### config.mk
export PLATFORM = sky130hd
export DESIGN_NAME = pid_mul
export DESIGN_NICKNAME = d
export VERILOG_FILES = /design/src/rtl/pid_pkg.sv /design/src/rtl/pid_mul.sv
export SDC_FILE = /design/constraint.sdc
export NUM_CORES = 2
export LEC_CHECK = 0
export ABC_CLOCK_PERIOD_IN_PS = 14900
export BUFFER_PORTS_ARGS = -buffer_cell sky130_fd_sc_hd__buf_2
export CAP_MARGIN = 10
export CORE_MARGIN = 2
export CORE_UTILIZATION = 54
export CTS_BUF_LIST = sky130_fd_sc_hd__clkbuf_2
export CTS_CLUSTER_SIZE = 28
export DETAILED_ROUTE_END_ITERATION = 8
export PLACE_DENSITY = 0.77
export SLEW_MARGIN = 20
export SYNTH_ARGS = -nofsm -noshare
export SYNTH_HDL_FRONTEND = slang
export SYNTH_SLANG_ARGS = --single-unit
### constraint.sdc
create_clock -name i_clk -period 14.9 [get_ports i_clk]
set_clock_uncertainty 0.2 [all_clocks]
set_input_delay 0.745 -clock i_clk [delete_from_list [all_inputs] [get_ports i_clk]]
set_output_delay 0.745 -clock i_clk [all_outputs]
set_load 0.02 [all_outputs]
### src/rtl/pid_pkg.sv
// Package: shared widths, types, register indexes and sequencer states for the PID step unit
package pid_pkg;

    localparam int DATA_W  = 32;
    localparam int FRAC_W  = 16;
    localparam int GAIN_W  = 24;
    localparam int LIM_W   = 31;
    localparam int DT_W    = 16;
    localparam int CFG_AW  = 3;
    localparam int CFG_DW  = 31;

    // shared multiplier: signed data operand times zero-extended gain or time step
    localparam int MUL_AW  = DATA_W;
    localparam int MUL_BW  = GAIN_W + 1;
    localparam int PROD_W  = MUL_AW + MUL_BW;

    // serial divider: |error change| << FRAC_W over the time step
    localparam int DIV_NW  = DATA_W + FRAC_W;
    localparam int DIV_CW  = $clog2(DIV_NW + 1);

    // drive accumulator: three products plus headroom
    localparam int ACC_W   = PROD_W + 2;

    localparam logic [GAIN_W-1:0] GAIN_P_RST = GAIN_W'(334234);
    localparam logic [GAIN_W-1:0] GAIN_I_RST = GAIN_W'(0);
    localparam logic [GAIN_W-1:0] GAIN_D_RST = GAIN_W'(15729);
    localparam logic [LIM_W-1:0]  LIMIT_RST  = LIM_W'(1966080);
    localparam logic [DT_W-1:0]   DT_RST     = DT_W'(66);

    localparam logic CMD_UPDATE = 1'b0;
    localparam logic CMD_CLEAR  = 1'b1;

    typedef logic signed [DATA_W-1:0] t_data;

    typedef enum logic [CFG_AW-1:0] {
        CFG_GAIN_P    = 3'd0,
        CFG_GAIN_I    = 3'd1,
        CFG_GAIN_D    = 3'd2,
        CFG_LIMIT     = 3'd3,
        CFG_TIME_STEP = 3'd4
    } t_cfg_idx;

    typedef enum logic [3:0] {
        S_IDLE,
        S_ERR,
        S_INC,
        S_INT,
        S_CLAMP,
        S_MP,
        S_MI,
        S_AI,
        S_WDIV,
        S_MD,
        S_AD,
        S_DRV,
        S_DONE
    } t_state;

    typedef struct packed {
        logic busy;
        logic neg;
    } t_div_status;

endpackage

### src/rtl/pid_mul.sv
// Shared signed multiplier with registered product
module pid_mul import pid_pkg::*; (
    input  logic                     i_clk,
    input  logic signed [MUL_AW-1:0] i_a,
    input  logic signed [MUL_BW-1:0] i_b,
    output logic signed [PROD_W-1:0] o_prod
);

    logic signed [PROD_W-1:0] r_prod;

    always_ff @(posedge i_clk) begin
        r_prod <= i_a * i_b;
    end

    assign o_prod = r_prod;

endmodule

=== Yosys cells after proc, flatten, opt, wreduce, memory -nomap -nowiden ===
Cells that the tools add are included.

* Bits in registers: 57
* Latch bits: 0
* RAM bits: 0
* Bits in read-only memories: 0
* Input bits: 58
* Logic and storage cells: 2
* Memories: 0

* $add $sub $neg: 0
* Multipliers: 1
* Div/mod/pow operators: 0
* $lt $le $gt $ge: 0
* Eq/ne operators: 0
* Shift-type cells: 0
* Multiplexer cells: 0
* Bitwise operators: 0
* Reductions and logical operators: 0

{| class="wikitable"
|+ Operators with widths
! kind !! number
|-
| 32-bit by 25-bit multiplier with 57-bit output || 1
|}

=== Longest topological paths before layout ===
* Depth after elaboration: 1
* Gate-level depth with buffers: 26
* Mapped depth without buffers: 25

=== Worst setup path after synthesis ===
No wires, ideal clock.

* Path type: input port to flip-flop
* Start: in i_a[31]
* End: reg r_prod[55] (netlist: o_prod[55])
* Arrival time: 6.964 ns
* Data required time: 14.568 ns
* Slack: 7.605 ns
* Stages on the path: 24
* Path buffers: 1
* Cells stage by stage: clkbuf_1 > nand2_1 > inv_1 > fa_1 > fa_1 > inv_1 > fa_1 > inv_1 > fa_1 > inv_1 > fa_1 > fa_1 > fa_1 > inv_1 > ha_1 > a21o_1 > a21o_1 > a21o_1 > a21o_1 > a21oi_1 > o21ai_0 > a21oi_1 > o41ai_2 > xor2_1

* Longest elaborated chain between the ends: 1

{| class="wikitable"
|+ RTL lines
! item !! RTL line !! source
|-
| start, declared || pid_mul.sv:4 || <nowiki>input logic signed [MUL_AW-1:0] i_a,</nowiki>
|-
| 32-bit by 25-bit multiplier with 57-bit output || pid_mul.sv:12 || <nowiki>r_prod <= i_a * i_b;</nowiki>
|-
| end signal, assigned || pid_mul.sv:12 ||
|-
| end, declared || pid_mul.sv:9 || <nowiki>logic signed [PROD_W-1:0] r_prod;</nowiki>
|}

No other way between the ends.

=== Worst setup path after layout ===
* Start: in i_b[1]
* End: reg r_prod[55] (netlist: o_prod[55])

* Longest elaborated chain between the ends: 1

{| class="wikitable"
|+ RTL lines
! item !! RTL line !! source
|-
| start, declared || pid_mul.sv:5 || <nowiki>input logic signed [MUL_BW-1:0] i_b,</nowiki>
|-
| 32-bit by 25-bit multiplier with 57-bit output || pid_mul.sv:12 ||
|}

No other way between the ends.

==> metrics.txt <==
result of the run complete, no violations; placed wire-length estimate 57.4 mm; EDFF count, synth 0; area of all sequential standard cells 1140 sq um; Buffers & Inverters on Critical Path 6; die height 238 microns; number of different library cells in the post-synthesis netlist 63; global-route usage over all layers around 27%; Tightest Pin Transition 1070 ps; delay of the slowest cell on the worst path 1070 ps; crit path kind in -> reg; GR Overflow Total 0; number of synthesis warnings 0; library cell with the highest instance count after synthesis sky130_fd_sc_hd__inv_1; time the final worst path needs with I/O delays and setup 8200 ps; # clock sinks between 50 and 60; GRT met2 Usage a little under half; clock tree from TritonCTS yes; CTS-repair resized insts 0; maximum number of pins on one net before global-route repair 33; total length of routed wires about 71 mm; RePlAce Congestion 0.963; share of flip-flops with an asynchronous set or reset 0%; die area 56800 sq um; growth of design area from synthesis to finish 3.37%; share of the synthesized area in the top cell type 55.3%; number of buffers inserted during clock tree synthesis 9; net count of the mapped netlist 4236; CP dominant cell by count sky130_fd_sc_hd__fa_1; final count of hold timing violations 0; hold path start i_b[0]; number of cells on the worst hold path 2; Post-CTS Repair Setup Buffers 0; mean area per synthesized cell roughly 9.2 sq um; total number of placement rows 85; buffer levels on the longest clock path 2; area inside the core boundary 54000 sq um; horizontal die dimension 238 microns; Global Route met1 Usage 35.7%; number of hold buffers added after cts 0; setup repair after global routing missed its margin false; number of global-route vias before repair between 20000 and 25000; path class of the lowest-slack min-delay path in -> reg; Layout Cells excl Fill 3885; count of H-tree levels built during CTS 3; number of max-cap violations 0; final routed wire length divided by cell count 18.2 microns; cells after synthesis 3204; multi-input gate area in the final layout 24700 sq um; dominant cell type by area after synthesis sky130_fd_sc_hd__fa_1; most frequently used flop master after synthesis sky130_fd_sc_hd__dfxtp_1; Tcrit/Tclk final roughly 55%; post-route antenna net violation count 0; FMAX 122 MHz; ordered list of cells on the worst path buf_2, nand2_1, inv_1, fa_1, fa_1, fa_1, inv_1, fa_1, inv_1, fa_1, inv_1, fa_1, inv_1, ha_1, and3_1, nand2_1, nor2_1, nand2_1, a311oi_2, or3b_4, a31oi_4, o41ai_2, xor2_1; Port Buffers 114; Clock Root Buffer sky130_fd_sc_hd__clkbuf_2; Pre-antenna DRT Iters 5; post-route DRC violation count 0; Worst EP arrival ~8700 ps; final setup violation count 0; Critical Path Start Type primary input; synthesis-stage register bit count 57; clock slew seen by the registers of the worst setup and hold paths 210 ps; cell with the biggest individual delay on the critical path sky130_fd_sc_hd__fa_1; vias per cell about 5.4; Largest register FFs 57; Initial Util 54.9%; top cells by instance count after synthesis 860 x sky130_fd_sc_hd__inv_1, 819 x sky130_fd_sc_hd__fa_1, 410 x sky130_fd_sc_hd__nand2_1; met3 layer usage reported by global route 3.76%; top post-synthesis cells by area sky130_fd_sc_hd__fa_1 55%, sky130_fd_sc_hd__inv_1 11%, sky130_fd_sc_hd__and2_1 8.4%; setup_tns 0 ps; number of instances in the placed design 3865; kind of cell with the highest combined delay on the critical path adder cells; total via count after detailed routing 20900; antenna violations before repair 3; Post-layout nets 4212; boundary pin count 115; count of pins over their slew limit 0; number of filler cells placed in the layout 4757; fraction of layout instances using a drive strength above 1 4.71%; Required @ worst endpoint approximately 15000 ps; Most Crowded Layer GR met2; terminating pin of the worst hold path o_prod[0]; Syn Std Cell Area 29600 sq um; share of synthesized area occupied by flip-flops and latches 3.85%; first-pass GRT wire length ~120 mm; kind of end point of the critical path flip-flop; DRT iter0 DRCs about 1300; Slew Limit Headroom between 20 and 30%; critical path peak fanout 32
cells in the final DEF (no fill, tap or decap), types with 5 or more instances in the layout:
master                     instances
sky130_fd_sc_hd__nand2_1         410
sky130_fd_sc_hd__xor2_1           15
sky130_fd_sc_hd__nor3_1            6
sky130_fd_sc_hd__and3_1            6
sky130_fd_sc_hd__nand4_1           9
sky130_fd_sc_hd__xnor2_1          45
sky130_fd_sc_hd__nand3_1          13
sky130_fd_sc_hd__clkbuf_2          9
sky130_fd_sc_hd__a21oi_1          52
sky130_fd_sc_hd__nand2b_1         14
sky130_fd_sc_hd__o21ai_0          40
sky130_fd_sc_hd__o21bai_1          5
sky130_fd_sc_hd__fa_1            819
sky130_fd_sc_hd__ha_1            155
sky130_fd_sc_hd__a31oi_1           8
sky130_fd_sc_hd__a21o_1           26
sky130_fd_sc_hd__buf_2           114
sky130_fd_sc_hd__nor2_1           50
sky130_fd_sc_hd__inv_1           860
sky130_fd_sc_hd__dfxtp_1          57
sky130_fd_sc_hd__and2_1          397
worst max path at each step:
stage | startpoint | endpoint | slack (ps) | cells past startpoint
floorplan | i_a[31] | o_prod[55] | 7600 | 24
global placement | i_b[1] | o_prod[53] | 5850 | 23
detailed placement | i_b[1] | o_prod[53] | 5860 | 23
CTS | i_b[1] | o_prod[53] | 6700 | 23
global route | i_b[1] | o_prod[53] | 6240 | 23
finish | i_b[1] | o_prod[55] | 6700 | 23
layout make-up:
type                       count  share of cell area, %
sequential                    57                   3.72
clock inverter                 7                  0.151
inverter                     860                   10.5
multi-input combinational   2134                   80.6
clock buffer                   9                  0.147
antenna                        4                 0.0327
timing repair buffer         118                   1.96
tap                          696                   2.84
cell families (layout without fill, tap and decap cells):
kind of cell             after synthesis  in the layout  share of synthesized area [%]
XOR/XNOR                              60             60                           1.77
buffers and inverters               1013            994                           12.8
adder cells (fa/ha/maj)              974            974                           61.9
AND/OR/NAND/NOR                      921            921                           15.5
AO/OA/AOI/OAI                        179            179                           4.13
other                                  0              4                              0
flip-flops                            57             57                           3.85
routing by layer:
metal,vias to the layer above,routed length (microns)
met5,-,27
met4,4,2880
met3,163,5290
met2,845,34600
met1,10800,27700
li1,9056,-
through the flow:
step	utilization [%]	hold slack (ps)	setup WS [ps]	cell area, sq um
floorplan	-	672	7600	29600
global placement	56.5	964	5850	30500
detailed placement	56.5	961	5860	30500
CTS	56.7	232	6700	30600
global route	56.7	299	6240	30600
finish	56.7	293	6700	30600
Power is left out: the tool's default activity adds up to more than one toggle a clock period on the data nets, which glitch-free logic cannot reach.
