### src/rtl/pid_pkg.sv
// Package: shared widths, types, register indexes and sequencer states for the PID step unit
package pid_pkg;

    localparam int DATA_W  = 32;
    localparam int FRAC_W  = 16;
    localparam int GAIN_W  = 24;
    localparam int LIM_W   = 31;
    localparam int DT_W    = 16;
    localparam int CFG_AW  = 3;
    localparam int CFG_DW  = 31;

    // shared multiplier: signed data operand times zero-extended gain or time step
    localparam int MUL_AW  = DATA_W;
    localparam int MUL_BW  = GAIN_W + 1;
    localparam int PROD_W  = MUL_AW + MUL_BW;

    // serial divider: |error change| << FRAC_W over the time step
    localparam int DIV_NW  = DATA_W + FRAC_W;
    localparam int DIV_CW  = $clog2(DIV_NW + 1);

    // drive accumulator: three products plus headroom
    localparam int ACC_W   = PROD_W + 2;

    localparam logic [GAIN_W-1:0] GAIN_P_RST = GAIN_W'(334234);
    localparam logic [GAIN_W-1:0] GAIN_I_RST = GAIN_W'(0);
    localparam logic [GAIN_W-1:0] GAIN_D_RST = GAIN_W'(15729);
    localparam logic [LIM_W-1:0]  LIMIT_RST  = LIM_W'(1966080);
    localparam logic [DT_W-1:0]   DT_RST     = DT_W'(66);

    localparam logic CMD_UPDATE = 1'b0;
    localparam logic CMD_CLEAR  = 1'b1;

    typedef logic signed [DATA_W-1:0] t_data;

    typedef enum logic [CFG_AW-1:0] {
        CFG_GAIN_P    = 3'd0,
        CFG_GAIN_I    = 3'd1,
        CFG_GAIN_D    = 3'd2,
        CFG_LIMIT     = 3'd3,
        CFG_TIME_STEP = 3'd4
    } t_cfg_idx;

    typedef enum logic [3:0] {
        S_IDLE,
        S_ERR,
        S_INC,
        S_INT,
        S_CLAMP,
        S_MP,
        S_MI,
        S_AI,
        S_WDIV,
        S_MD,
        S_AD,
        S_DRV,
        S_DONE
    } t_state;

    typedef struct packed {
        logic busy;
        logic neg;
    } t_div_status;

endpackage

### src/rtl/pid_div.sv
// Serial restoring divider, one quotient bit per cycle, sign-magnitude result
module pid_div import pid_pkg::*; (
    input  logic                   i_clk,
    input  logic                   i_rst_n,
    input  logic                   i_start,
    input  logic signed [DATA_W:0] i_diff,
    input  logic [DT_W-1:0]        i_divisor,
    output t_div_status            o_stat,
    output logic [DIV_NW-1:0]      o_quot
);

    logic [DIV_NW-1:0] r_q;
    logic [DT_W-1:0]   r_rem;
    logic [DT_W-1:0]   r_div;
    logic [DIV_CW-1:0] r_cnt;
    logic              r_busy;
    logic              r_neg;

    logic [DATA_W-1:0] mag;
    logic [DT_W:0]     trial;
    logic [DT_W:0]     trial_sub;
    logic              q_bit;

    // |diff| never exceeds 2^DATA_W - 1, so the low DATA_W bits hold it
    assign mag       = i_diff[DATA_W] ? DATA_W'((DATA_W+1)'(0) - i_diff)
                                      : i_diff[DATA_W-1:0];
    assign trial     = {r_rem, r_q[DIV_NW-1]};
    assign trial_sub = trial - {1'b0, r_div};
    assign q_bit     = (trial >= {1'b0, r_div});

    always_ff @(posedge i_clk) begin
        if (!i_rst_n) begin
            r_busy <= 1'b0;
            r_cnt  <= '0;
        end else if (i_start) begin
            r_busy <= 1'b1;
            r_cnt  <= DIV_CW'(DIV_NW);
        end else if (r_busy) begin
            r_cnt <= r_cnt - DIV_CW'(1);
            if (r_cnt == DIV_CW'(1)) begin
                r_busy <= 1'b0;
            end
        end
    end

    always_ff @(posedge i_clk) begin
        if (i_start) begin
            r_q   <= {mag, {FRAC_W{1'b0}}};
            r_neg <= i_diff[DATA_W];
            r_rem <= '0;
            r_div <= i_divisor;
        end else if (r_busy) begin
            r_q   <= {r_q[DIV_NW-2:0], q_bit};
            r_rem <= q_bit ? trial_sub[DT_W-1:0] : trial[DT_W-1:0];
        end
    end

    assign o_stat.busy = r_busy;
    assign o_stat.neg  = r_neg;
    assign o_quot      = r_q;

endmodule

### config.mk
export PLATFORM = sky130hd
export DESIGN_NAME = pid_div
export DESIGN_NICKNAME = d
export VERILOG_FILES = /design/src/rtl/pid_pkg.sv /design/src/rtl/pid_div.sv
export SDC_FILE = /design/constraint.sdc
export NUM_CORES = 1
export LEC_CHECK = 0
export ABC_CLOCK_PERIOD_IN_PS = 2800
export BUFFER_PORTS_ARGS = -buffer_cell sky130_fd_sc_hd__clkbuf_2
export CAP_MARGIN = 10
export CORE_AREA = 8 8 131 84
export CTS_BUF_LIST = sky130_fd_sc_hd__clkbuf_4
export CTS_CLUSTER_SIZE = 24
export DETAILED_ROUTE_END_ITERATION = 16
export DIE_AREA = 0 0 139 92
export PLACE_DENSITY = 0.87
export SLEW_MARGIN = 20
export SYNTH_ARGS = -nofsm -noshare
export SYNTH_HDL_FRONTEND = slang
export SYNTH_SLANG_ARGS = --single-unit
### constraint.sdc
create_clock -name i_clk -period 2.8 [get_ports i_clk]
set_input_delay 0.28 -clock i_clk [delete_from_list [all_inputs] [get_ports i_clk]]
set_output_delay 0.28 -clock i_clk [all_outputs]
set_load 0.01 [all_outputs]
# == Yosys cells after proc, flatten, opt, wreduce, memory -nomap -nowiden ==
# Index checks and enable logic that the tools add are counted.
# word_totals
input_bits,52
output_inout_bits,50
elab_cells,25
ff_bits,88
# op_classes
order_cmp,1
n_reduce_logical,2
muxes,9
n_eq_ne,1
n_addsub,3
bitwise,1
# ops
cell,count
2-to-1 mux 48 bit,2
2-to-1 mux 32 bit,1
subtractor 1 x 32 -> 32 bit (first input constant),1
greater-or-equal comparator 17 x 16 -> 1 bit,1
2-to-1 mux 16 bit,1
subtractor 16 bit,1
2-to-1 mux 6 bit,2
equality test 6 x 1 -> 1 bit (second input constant),1
subtractor 6 x 1 -> 6 bit (second input constant),1
2-to-1 mux 1 bit,3
nonzero test 2 bit,1
OR reduction 2 bit,1
NOT 1 bit,1

# == Longest topological paths before layout ==
# Gate-level depths: netlist of the first run.
# logic_depth
depth_word,4
ltp_mapped,10
depth_no_buf,9

# == Worst setup path before layout of the first run ==
# No wires, ideal clock.
# synth_path
kind,in2reg
from,input i_diff[16]
to,"register r_q[41], in the netlist o_quot[41] (data pin)"
stages,7
n_path_buf,1
required_ps,2544
setup_ps,256
arrival_time_ps,2329
path_slack_ps,214
cell_sequence,or4_4 > or3_4 > or4_4 > buf_6 > o41ai_2 > xnor2_1 > a22o_1
# synth_between
elab_chain_len,3
# synth_rtl
element,line,source
from (decl),pid_div.sv:6,"input logic signed [DATA_W:0] i_diff,"
subtractor 1 x 32 -> 32 bit,pid_div.sv:25,assign mag = i_diff[DATA_W] ? DATA_W'((DATA_W+1)'(0) - i_diff)
2-to-1 mux 32 bit,pid_div.sv:25,
2-to-1 mux 48 bit,pid_div.sv:47,if (i_start) begin
to (signal assigned),pid_div.sv:48,"r_q <= {mag, {FRAC_W{1'b0}}};"
to (signal assigned),pid_div.sv:53,"r_q <= {r_q[DIV_NW-2:0], q_bit};"
to (decl),pid_div.sv:12,logic [DIV_NW-1:0] r_q;
# No other way between the ends.
# A chain may end at the register's enable or synchronous reset.

# == Final worst setup path of the first run ==
# layout_path
from,register r_div[2]
to,register r_rem[3]
# layout_between
elab_chain_len,2
elab_cells_between_ends,3
classes_between,add/sub (1); order compare (1); mux (1)
# layout_rtl
element,line,source
from (decl),pid_div.sv:14,logic [DT_W-1:0] r_div;
from (signal assigned),pid_div.sv:51,r_div <= i_divisor;
subtractor 16 bit / greater-or-equal comparator 17 x 16 -> 1 bit (equally long branches),"pid_div.sv:28, pid_div.sv:29",
2-to-1 mux 16 bit (*),pid_div.sv:54,r_rem <= q_bit ? trial_sub[DT_W-1:0] : trial[DT_W-1:0];
to (signal assigned),pid_div.sv:54,
to (decl),pid_div.sv:13,logic [DT_W-1:0] r_rem;
# Every way passes the cells marked *; elsewhere a longest branch is shown, timed or not.

==> results of run 1 <==
## cells by family after synthesis
kind of cell	share of synthesized area, %
adders and majority gates	5.12
DFF	44.8
xor gates and xnor gates	7.66
AOI/OAI and AO/OA	21.3
buffers and inverters	4.40
muxes	3.18
and+or+nand+nor	13.6
## flip-flops by register name, indices dropped and copies added (netlist names)
signal	count
o_quot	48
r_div	16
r_rem	16
r_cnt	6
r_busy	1
r_neg	1
## layout by cell type, fill, tap and decap left out, types with 3 or more instances in the layout
cell,n
or4_1,3
nor2_1,43
and2_1,3
o2111ai_1,3
inv_1,27
nor2b_1,5
ha_1,19
o21ai_0,30
o221ai_1,5
xnor2_1,35
or2_2,3
a21o_1,3
a41oi_1,3
or3_1,8
o311ai_0,4
dfxtp_1,39
xor2_1,9
a21boi_0,3
o41ai_2,4
buf_4,10
nand2_1,35
a21oi_1,14
clkbuf_2,101
o21a_1,6
nor3_1,6
mux2i_1,16
o211ai_1,7
and4_1,4
clkbuf_4,10
nand3_1,6
nand4_1,3
a22o_1,31
o31ai_1,10
edfxtp_1,49
a211oi_1,4
dlygate4sd3_1,16
nand2b_1,7
## report_power, final
part           total (W)  switching, W  internal (W)  leakage, nW
Clock           0.000828      0.000458      0.000371       0.0909
Sequential       0.00153     0.0000568       0.00147        0.820
Combinational   0.000567      0.000316      0.000250         1.59
## area by class of cell
| type | count | share of cell area (%) |
|---|---|---|
| Sequential cell | 88 | 37.7 |
| Multi-Input combinational cell | 358 | 43.0 |
| Timing Repair Buffer | 127 | 12.4 |
| Tap cell | 116 | 2.43 |
| Clock buffer | 10 | 1.26 |
| Inverter | 28 | 1.76 |
| Clock inverter | 6 | 1.38 |
## timing repair
item | CTS | global route
hold buffers | 16 | 0
endpoints found under the hold margin | 16 | 0
setup buffers | 0 | 0
## routing by layer
metal / vias up / global-route usage (%) / wire, um
met5: - / 0 / 0
met1: 2101 / 26.3 / 6010
met2: 222 / 31.7 / 5720
met3: 16 / 6.57 / 1130
li1: 2083 / - / -
met4: 0 / 5.09 / 138
## per-stage QoR
| step | cells | setup slack (ns) | total power [W] |
|---|---|---|---|
| final | 733 | 0.232 | 0.00292 |
| after global routing | 733 | 0.00411 | 0.00304 |
| after CTS | 733 | 0.247 | 0.00293 |
| after detailed placement | 701 | -0.00101 | 0.00210 |
| after global placement | 701 | 0.0804 | 0.00208 |
| after floorplan | 501 | 0.214 | 0.00189 |
## critical path: cells and delay by family (launching register included)
kind	cells	cell delay, ns
AND/OR/NAND/NOR	1	0.30
AO/OA/AOI/OAI	5	1.41
adder cells (fa/ha/maj)	1	0.26
buffers and inverters	1	0.07
flip-flops	1	0.40
## how the worst max path moves through the flow
stage | from | to | depth (start not counted) | slack, ns
after global placement | i_diff[16] | o_quot[41] | 7 | 0.08
after global routing | r_div[2] | r_rem[0] | 8 | 0.004
final | r_div[2] | r_rem[3] | 8 | 0.23
after CTS | r_div[2] | r_rem[3] | 8 | 0.25
after floorplan | i_diff[16] | o_quot[41] | 7 | 0.21
after detailed placement | i_diff[16] | o_quot[45] | 7 | -0.001
==> out/results.ini, run 1 <==
[die]
die_w_um = 139
pin_count = 102
start_util_pct = 56.0
rows = 27
core_area_sq_mm = 0.00899
dieArea_sq_mm = 0.0128
fp.dieH_um = 92

[min_path]
hold_class = in -> reg
hold-path-endpoint = r_cnt[4]
worstHoldPathCells = 2
worstHoldStart = i_rst_n

[route]
drt-total-wl_um = 13000
drt_iter0_drc = 313
detail_route.wl_per_cell_um = 17.7
ant_nets = 0
first_pass_iters = 5
vias_per_cell = 6.03
vias = 4422
drc_errors = 0

[sta]
setup_viol = 0
fin_crit_sh_pct = 91.7
period_needed_ns = 2.57
tns_ns = 0
worstMarginPinSlew_ns = 0.869
relSlewSlack_pct = 41.9
clock.fmax_mhz = 389
grt_setup_unrepaired = false
hold_slack_ns = 0.0625
hold_viol_final = 0
finClkSkew_ns = 0.0144
slew_viol_final = 0

[synthesis]
ys_seq_area_share_pct = 44.8
yosys_warnings = 0
avgSynthCellArea_sq_um = 10.0
synth_nets = 573
synth-seq-cells = 88
yosysTopAreaCell = edfxtp_1
ys_types = 56
ys.flop_type = edfxtp_1
syn_inst = 501
synth_most_common_cell = edfxtp_1
synthesis.area_sq_mm = 0.00503
synth_top_area_share_pct = 29.2
synthArstFlopShare_pct = 0
synth_edf_count = 49
yosys-top-cells-count = 49 x edfxtp_1, 43 x nor2_1, 39 x dfxtp_1, 35 x nand2_1, 35 x xnor2_1
netlist_top_cells_area = edfxtp_1 29%, dfxtp_1 16%, xnor2_1 6.1%, a22o_1 5.4%, ha_1 4.7%

[cells_and_area]
final_util_pct = 66.4
stdcell_area_sq_mm = 0.00597
insertedDiodeCount = 0
fillers = 716
area_delta_synth_final_pct = 18.6
regArea_sq_mm = 0.00225
multi_input_area_sq_mm = 0.00257
final_nets = 684
layout-drive-gt1-share_pct = 22.7

[critical_path]
reg2reg_to = r_rem[3]
crit_slowest_cell = edfxtp_1
crit_top_cell = a21oi_1
path_class = reg -> reg
path_cells = inv_1 > ha_1 > a21oi_1 > a21oi_1 > o2111ai_1 > a31o_2 > nand2_1 > o311ai_0
cp-start-kind = register
r2r_cells = 8
path_max_fanout = 10
r2r_slack_ns = 0.23
critPathCaptureType = register
r2r-start = r_div[2]
critPathRequiredTime_ns = 3.15
arrival_ns = 2.92
critPathMaxStageDelay_ns = 0.40

[grt]
grt_overflow = 0
grt_max_degree = 65
antenna_found_initial = 0
gr-usage-all-layers_pct = 20.1
grt_pass1_vias = 4358
grt_pass1_wl_um = 21100

[clock_network]
htree_levels = 3
tritoncts = yes
cts-root-buf = clkbuf_4
cts.reportedPaths.clkPinSlew_ns = 0.14
ctsLongestPathBuffers = 2
numCtsBuffers = 9
clk_latency_ns = 0.47
cts.sinks = 88
post_cts_resize_count = 0

[place]
dp_hpwl_um = 9430
port_buffers = 101
placed_area_sq_mm = 0.00565
place.gp.congestion = 0.957

[status]
outcome = finished, final reports clean

[power_and_ir_drop]
p_leak_nw = 2.50
irDropWorstVdd_mv = 0.297
p_per_area_mw_per_mm2 = 489

[job]
drv_cap = 0

(Power assumes the default switching activity.)
==> inputs of run 2 (changes only) <==
--- a/config.mk
+++ b/config.mk
@@ -13,7 +13,9 @@
 export CTS_CLUSTER_SIZE = 24
 export DETAILED_ROUTE_END_ITERATION = 16
 export DIE_AREA = 0 0 139 92
+export MAX_ROUTING_LAYER = met4
 export PLACE_DENSITY = 0.87
+export SETUP_SLACK_MARGIN = 0.15
 export SLEW_MARGIN = 20
 export SYNTH_ARGS = -nofsm -noshare
 export SYNTH_HDL_FRONTEND = slang
==> run 2 against run 1 <==
Fmax rose by 6.0%; critical path type unchanged; highest routed layer unchanged; sequential power barely moved; clock-buffer cell count fell by 1; largest cell class unchanged; worst hold slack improved by 0.0042 ns; total power fell by 3.2%; critical path depth did not move; die area did not move; register-to-register slack improved by 0.15 ns; critical endpoint unchanged; global-route usage rose by 1.0 points; core utilization fell by 0.11 points; cell count rose by 0.14%; clock power fell by 12%.
==> out/results.ini, run 2 (synthesis gave the netlist of run 1 again) <==
[power_and_ir_drop]
switching_share_pct = 29.5
pwr-share-comb_pct = 20.2
switchingPower_w = 0.000832
power_frac_clock_pct = 25.9
p_per_area_mw_per_mm2 = 474
pwr-share-seq_pct = 54.0
p_leak_nw = 2.50
intPower_w = 0.00199
irDropWorstVdd_mv = 0.239

[status]
outcome = finished, final reports clean

[cells_and_area]
final_nets = 685
insertedDiodeCount = 0
largest_reg_flops = 48
final_util_pct = 66.3
layout_common_cells = 101 x clkbuf_2, 49 x edfxtp_1, 43 x nor2_1
final_common_cell = clkbuf_2
layout-drive-gt1-share_pct = 22.7
area_delta_synth_final_pct = 18.4

[clock_network]
tritoncts = yes
cts_setup_buffers = 0
clk_latency_ns = 0.46
cts-root-buf = clkbuf_4
cts.sinks = 88
numCtsBuffers = 9
cts.reportedPaths.clkPinSlew_ns = 0.14
htree_levels = 3
ctsLongestPathBuffers = 2

[critical_path]
critPathCaptureType = register
path_max_fanout = 10
path_class = reg -> reg
crit_slowest_cell = edfxtp_1
path_cells = inv_1 > ha_1 > a21oi_1 > a21oi_1 > o2111ai_1 > a31o_2 > nand2_2 > o311ai_0
path_buf_inv = 1
cp-start-kind = register
arrival_ns = 2.77
crit_top_cell = a21oi_1
cp_top_family = compound AO/OA/AOI/OAI gates
critPathMaxStageDelay_ns = 0.39
critPathRequiredTime_ns = 3.15

[place]
dp_hpwl_um = 9520
place.gp.congestion = 0.962
port_buffers = 101

[route]
drt_iter0_drc = 451
ant_nets = 0
drc_errors = 0
drt-total-wl_um = 13100
vias_per_cell = 6.05
vias = 4439
first_pass_iters = 5
detail_route.wl_per_cell_um = 17.8

[grt]
use_met3_pct = 5.54
gr-usage-all-layers_pct = 21.1
grt_pass1_vias = 4420
grtUsageMet2_pct = 31.8
antenna_found_initial = 0
grt_overflow = 0
grt_max_degree = 36
grt_pass1_wl_um = 21600
met1_usage_pct = 27.8
grt_busiest_layer = met2

[die]
rows = 27
dieArea_sq_mm = 0.0128
pin_count = 102
fp.dieH_um = 92
core_area_sq_mm = 0.00899
start_util_pct = 56.0
die_w_um = 139

[sta]
period_needed_ns = 2.42
finClkSkew_ns = 0.0165
grt_setup_unrepaired = false
setup_viol = 0
hold_viol_final = 0
slew_viol_final = 0
worstMarginPinSlew_ns = 0.901
fin_crit_sh_pct = 86.5
relSlewSlack_pct = 39.7
hold_slack_ns = 0.0667
clock.fmax_mhz = 413

[job]
drv_cap = 0

[min_path]
hold_class = in -> reg

run 2: layout make-up:
cell class              instances  area, sq um
well taps                     116          145
clock buffers                   9         67.6
multi-input cells             358         2570
inverters                      28          105
repair buffers                128          748
flip-flops and latches         88         2250
clock inverters                 7         70.1
fillers                       728         3030
run 2: worst register-to-register path, stage by stage, from the launching register on:
cell and delay, ns:
edfxtp_1 0.39, inv_1 0.07, ha_1 0.27, a21oi_1 0.25, a21oi_1 0.13, o2111ai_1 0.32
a31o_2 0.35, nand2_2 0.22, o311ai_0 0.33
run 2: power groups by stage:
stage / Clock [W] / Combinational, W / Sequential [W]
final: 0.000731 / 0.000570 / 0.00153
after global routing: 0.000789 / 0.000624 / 0.00154
after CTS: 0.000756 / 0.000567 / 0.00152
after detailed placement: 0 / 0.000547 / 0.00155
after global placement: 0 / 0.000527 / 0.00155
after floorplan: 0 / 0.000328 / 0.00156
run 2: path summary, 6_finish.rpt:
kind | start | end | slack (ns) | cells past startpoint
max | r_div[2] | r_rem[3] | 0.38 | 8
min | i_rst_n | r_cnt[5] | 0.07 | 2
max reg2reg | r_div[2] | r_rem[3] | 0.38 | 8
min reg2reg | r_cnt[1] | r_cnt[1] | 0.51 | 2
run 2: per-layer routing:
layer | part of all wire, % | vias to the layer above
met3 | 7.0 | 16
met4 | 1.1 | 0
met5 | 0 | -
met2 | 45 | 198
met1 | 47 | 2129
li1 | - | 2096
run 2: what timing repair did:
item,in CTS,in global routing
endpoints found under the hold margin,16,0
endpoints found under the setup margin,0,5
resized for setup,0,3
hold buffers,16,0
run 2: through the flow:
stage          instances  total power (W)  cell area [sq um]  worst slack (ns)  setup TNS, ns
2_1_floorplan        501          0.00189               5030             0.214              0
4_1_cts              734          0.00285               5950             0.173              0
5_1_grt              734          0.00295               5960             0.186              0
6_report             734          0.00283               5960             0.377              0
3_5_place_dp         702          0.00210               5660           -0.0210        -0.0210
3_3_place_gp         702          0.00208               5660            0.0829              0
==> inputs of run 3 (changes only) <==
--- a/config.mk
+++ b/config.mk
@@ -6,7 +6,7 @@
 export NUM_CORES = 1
 export LEC_CHECK = 0
 export ABC_CLOCK_PERIOD_IN_PS = 2800
-export BUFFER_PORTS_ARGS = -buffer_cell sky130_fd_sc_hd__clkbuf_2
+export BUFFER_PORTS_ARGS = -buffer_cell sky130_fd_sc_hd__buf_4
 export CAP_MARGIN = 10
 export CORE_AREA = 8 8 131 84
 export CTS_BUF_LIST = sky130_fd_sc_hd__clkbuf_4
==> run 3 against run 2 <==
Global-route usage increased by 0.54 points; register-to-register slack got worse by 0.03 ns; worst hold slack worse by 0.014 ns; clock power shrank 2%; combinational power rose by 8.9%; die area stayed put; wire length rose by 2.4%; critical path type unchanged.
==> out/results.ini, run 3 (synthesis gave the netlist of run 1 again) <==
[power_and_ir_drop]
finalPower_w = 0.00287
power_frac_clock_pct = 25.0
switchingPower_w = 0.000886
p_leak_nw = 2.57
intPower_w = 0.00198
switching_share_pct = 30.9
pwr-share-seq_pct = 53.3
pwr-share-comb_pct = 21.7
p_per_area_mw_per_mm2 = 460
irDropWorstVdd_mv = 0.315

[sta]
tns_ns = 0
fin_crit_sh_pct = 87.7
period_needed_ns = 2.46
slew_viol_final = 0
hold_slack_ns = 0.0530
relSlewSlack_pct = 41.6
setup_viol = 0
clock.fmax_mhz = 407
hold_viol_final = 0
grt_setup_unrepaired = false
worstMarginPinSlew_ns = 0.872
finClkSkew_ns = 0.0219

[critical_path]
critPathMaxStageDelay_ns = 0.40
path_class = reg -> reg
critPathRequiredTime_ns = 3.15
critPathCaptureType = register
crit_top_cell = a21oi_1
r2r-start = r_div[2]
path_max_fanout = 10
path_cells = inv_1 > ha_1 > a21oi_1 > a21oi_1 > o2111ai_1 > a31o_2 > nand2_2 > o311ai_0
r2r_cells = 8
r2r_slack_ns = 0.34
arrival_ns = 2.81
reg2reg_to = r_rem[3]
cp-start-kind = register
crit_slowest_cell = edfxtp_1

[min_path]
hold_class = in -> reg
worstHoldStart = i_rst_n
worstHoldPathCells = 2
hold-path-endpoint = r_cnt[4]

[route]
vias = 4431
ant_nets = 0
drc_errors = 0
drt-total-wl_um = 13400
drt_iter0_drc = 302
first_pass_iters = 5
detail_route.wl_per_cell_um = 18.2
vias_per_cell = 6.03

[place]
dp_hpwl_um = 9750
placed_area_sq_mm = 0.00592
place.gp.congestion = 0.926
dpl.cell_count = 703
port_buffers = 101

[cells_and_area]
final_common_cell = buf_4
insertedDiodeCount = 0
stdcell_area_sq_mm = 0.00622
layout-drive-gt1-share_pct = 23.3
area_delta_synth_final_pct = 23.6
fillers = 693
layout_common_cells = 113 x buf_4, 49 x edfxtp_1, 43 x nor2_1
layoutNonFillerInstCount = 735
largest_reg_flops = 48
final_nets = 686

[die]
die_w_um = 139
rows = 27
dieArea_sq_mm = 0.0128
pin_count = 102
core_area_sq_mm = 0.00899
start_util_pct = 56.0
fp.dieH_um = 92

[grt]
antenna_found_initial = 0
gr-usage-all-layers_pct = 21.7
grt_overflow = 0
grt_pass1_vias = 4364
grt_pass1_wl_um = 22000
grt_max_degree = 43

[clock_network]
tritoncts = yes
cts.reportedPaths.clkPinSlew_ns = 0.16
cts_setup_buffers = 0
htree_levels = 3
clk_latency_ns = 0.47
numCtsBuffers = 9
cts.sinks = 88
cts-root-buf = clkbuf_4
ctsLongestPathBuffers = 2

[job]
drv_cap = 0

[status]
outcome = finished, final reports clean

run 3: cell count changes in the layout (fill, tap and decap cells not counted), moves of 2 or more:
cell / before / now
buf_4: 11 / 113
clkbuf_2: 101 / 0
inv_6: 1 / 3
o311ai_0: 2 / 4
o311ai_1: 2 / 0
run 3: worst max path at each step:
stage / from / end / slack (ns) / cells after the start
5_1_grt: r_rem[10] / r_rem[6] / 0.18 / 8
3_5_place_dp: i_diff[16] / o_quot[43] / -0.03 / 7
2_1_floorplan: i_diff[16] / o_quot[41] / 0.21 / 7
3_3_place_gp: i_diff[16] / o_quot[41] / 0.07 / 7
4_1_cts: r_div[2] / r_rem[3] / 0.24 / 8
6_report: r_div[2] / r_rem[3] / 0.34 / 8
run 3: per-stage QoR:
step                setup slack [ns]  util [%]
floorplan                      0.214         -
global placement              0.0680      65.8
detailed placement           -0.0325      65.8
CTS                            0.241      69.2
global route                   0.175      69.2
finish                         0.344      69.2
run 3: worst max-delay path, delay by kind of cell (launching register included):
kind                       cells  cell delay, ns
AOI/OAI and AO/OA              5            1.42
DFF                            1            0.40
and+or+nand+nor                1            0.20
buffers and inverters          1            0.07
adders and majority gates      1            0.26
run 3: cell type report:
type,count,area (sq um),area share [%]
multi-input cells,358,2570,41.3
flip-flops and latches,88,2250,36.2
repair buffers,129,1010,16.2
well taps,116,145,2.33
inverters,28,105,1.69
clock inverters,7,71.3,1.15
clock buffers,9,67.6,1.09
run 3: timing repair:
action                                 4_1_cts  5_1_grt
gates resized for setup                      0        2
hold buffers                                16        0
setup endpoints to repair                    0        3
endpoints found under the hold margin       16        0
run 3: per-layer routing:
metal	share of wire, %	wire (um)	GRT usage [%]
met4	1.4	184	6.45
met3	8.4	1130	5.74
met5	0	0	-
met1	45	6080	28.0
met2	45	6010	32.8
run 3: power by group through the flow:
stage / clock (W) / sequential (W) / combinational, W
floorplan: 0 / 0.00156 / 0.000328
detailed placement: 0 / 0.00155 / 0.000598
global route: 0.000787 / 0.00154 / 0.000675
finish: 0.000716 / 0.00153 / 0.000621
global placement: 0 / 0.00155 / 0.000577
CTS: 0.000740 / 0.00153 / 0.000617
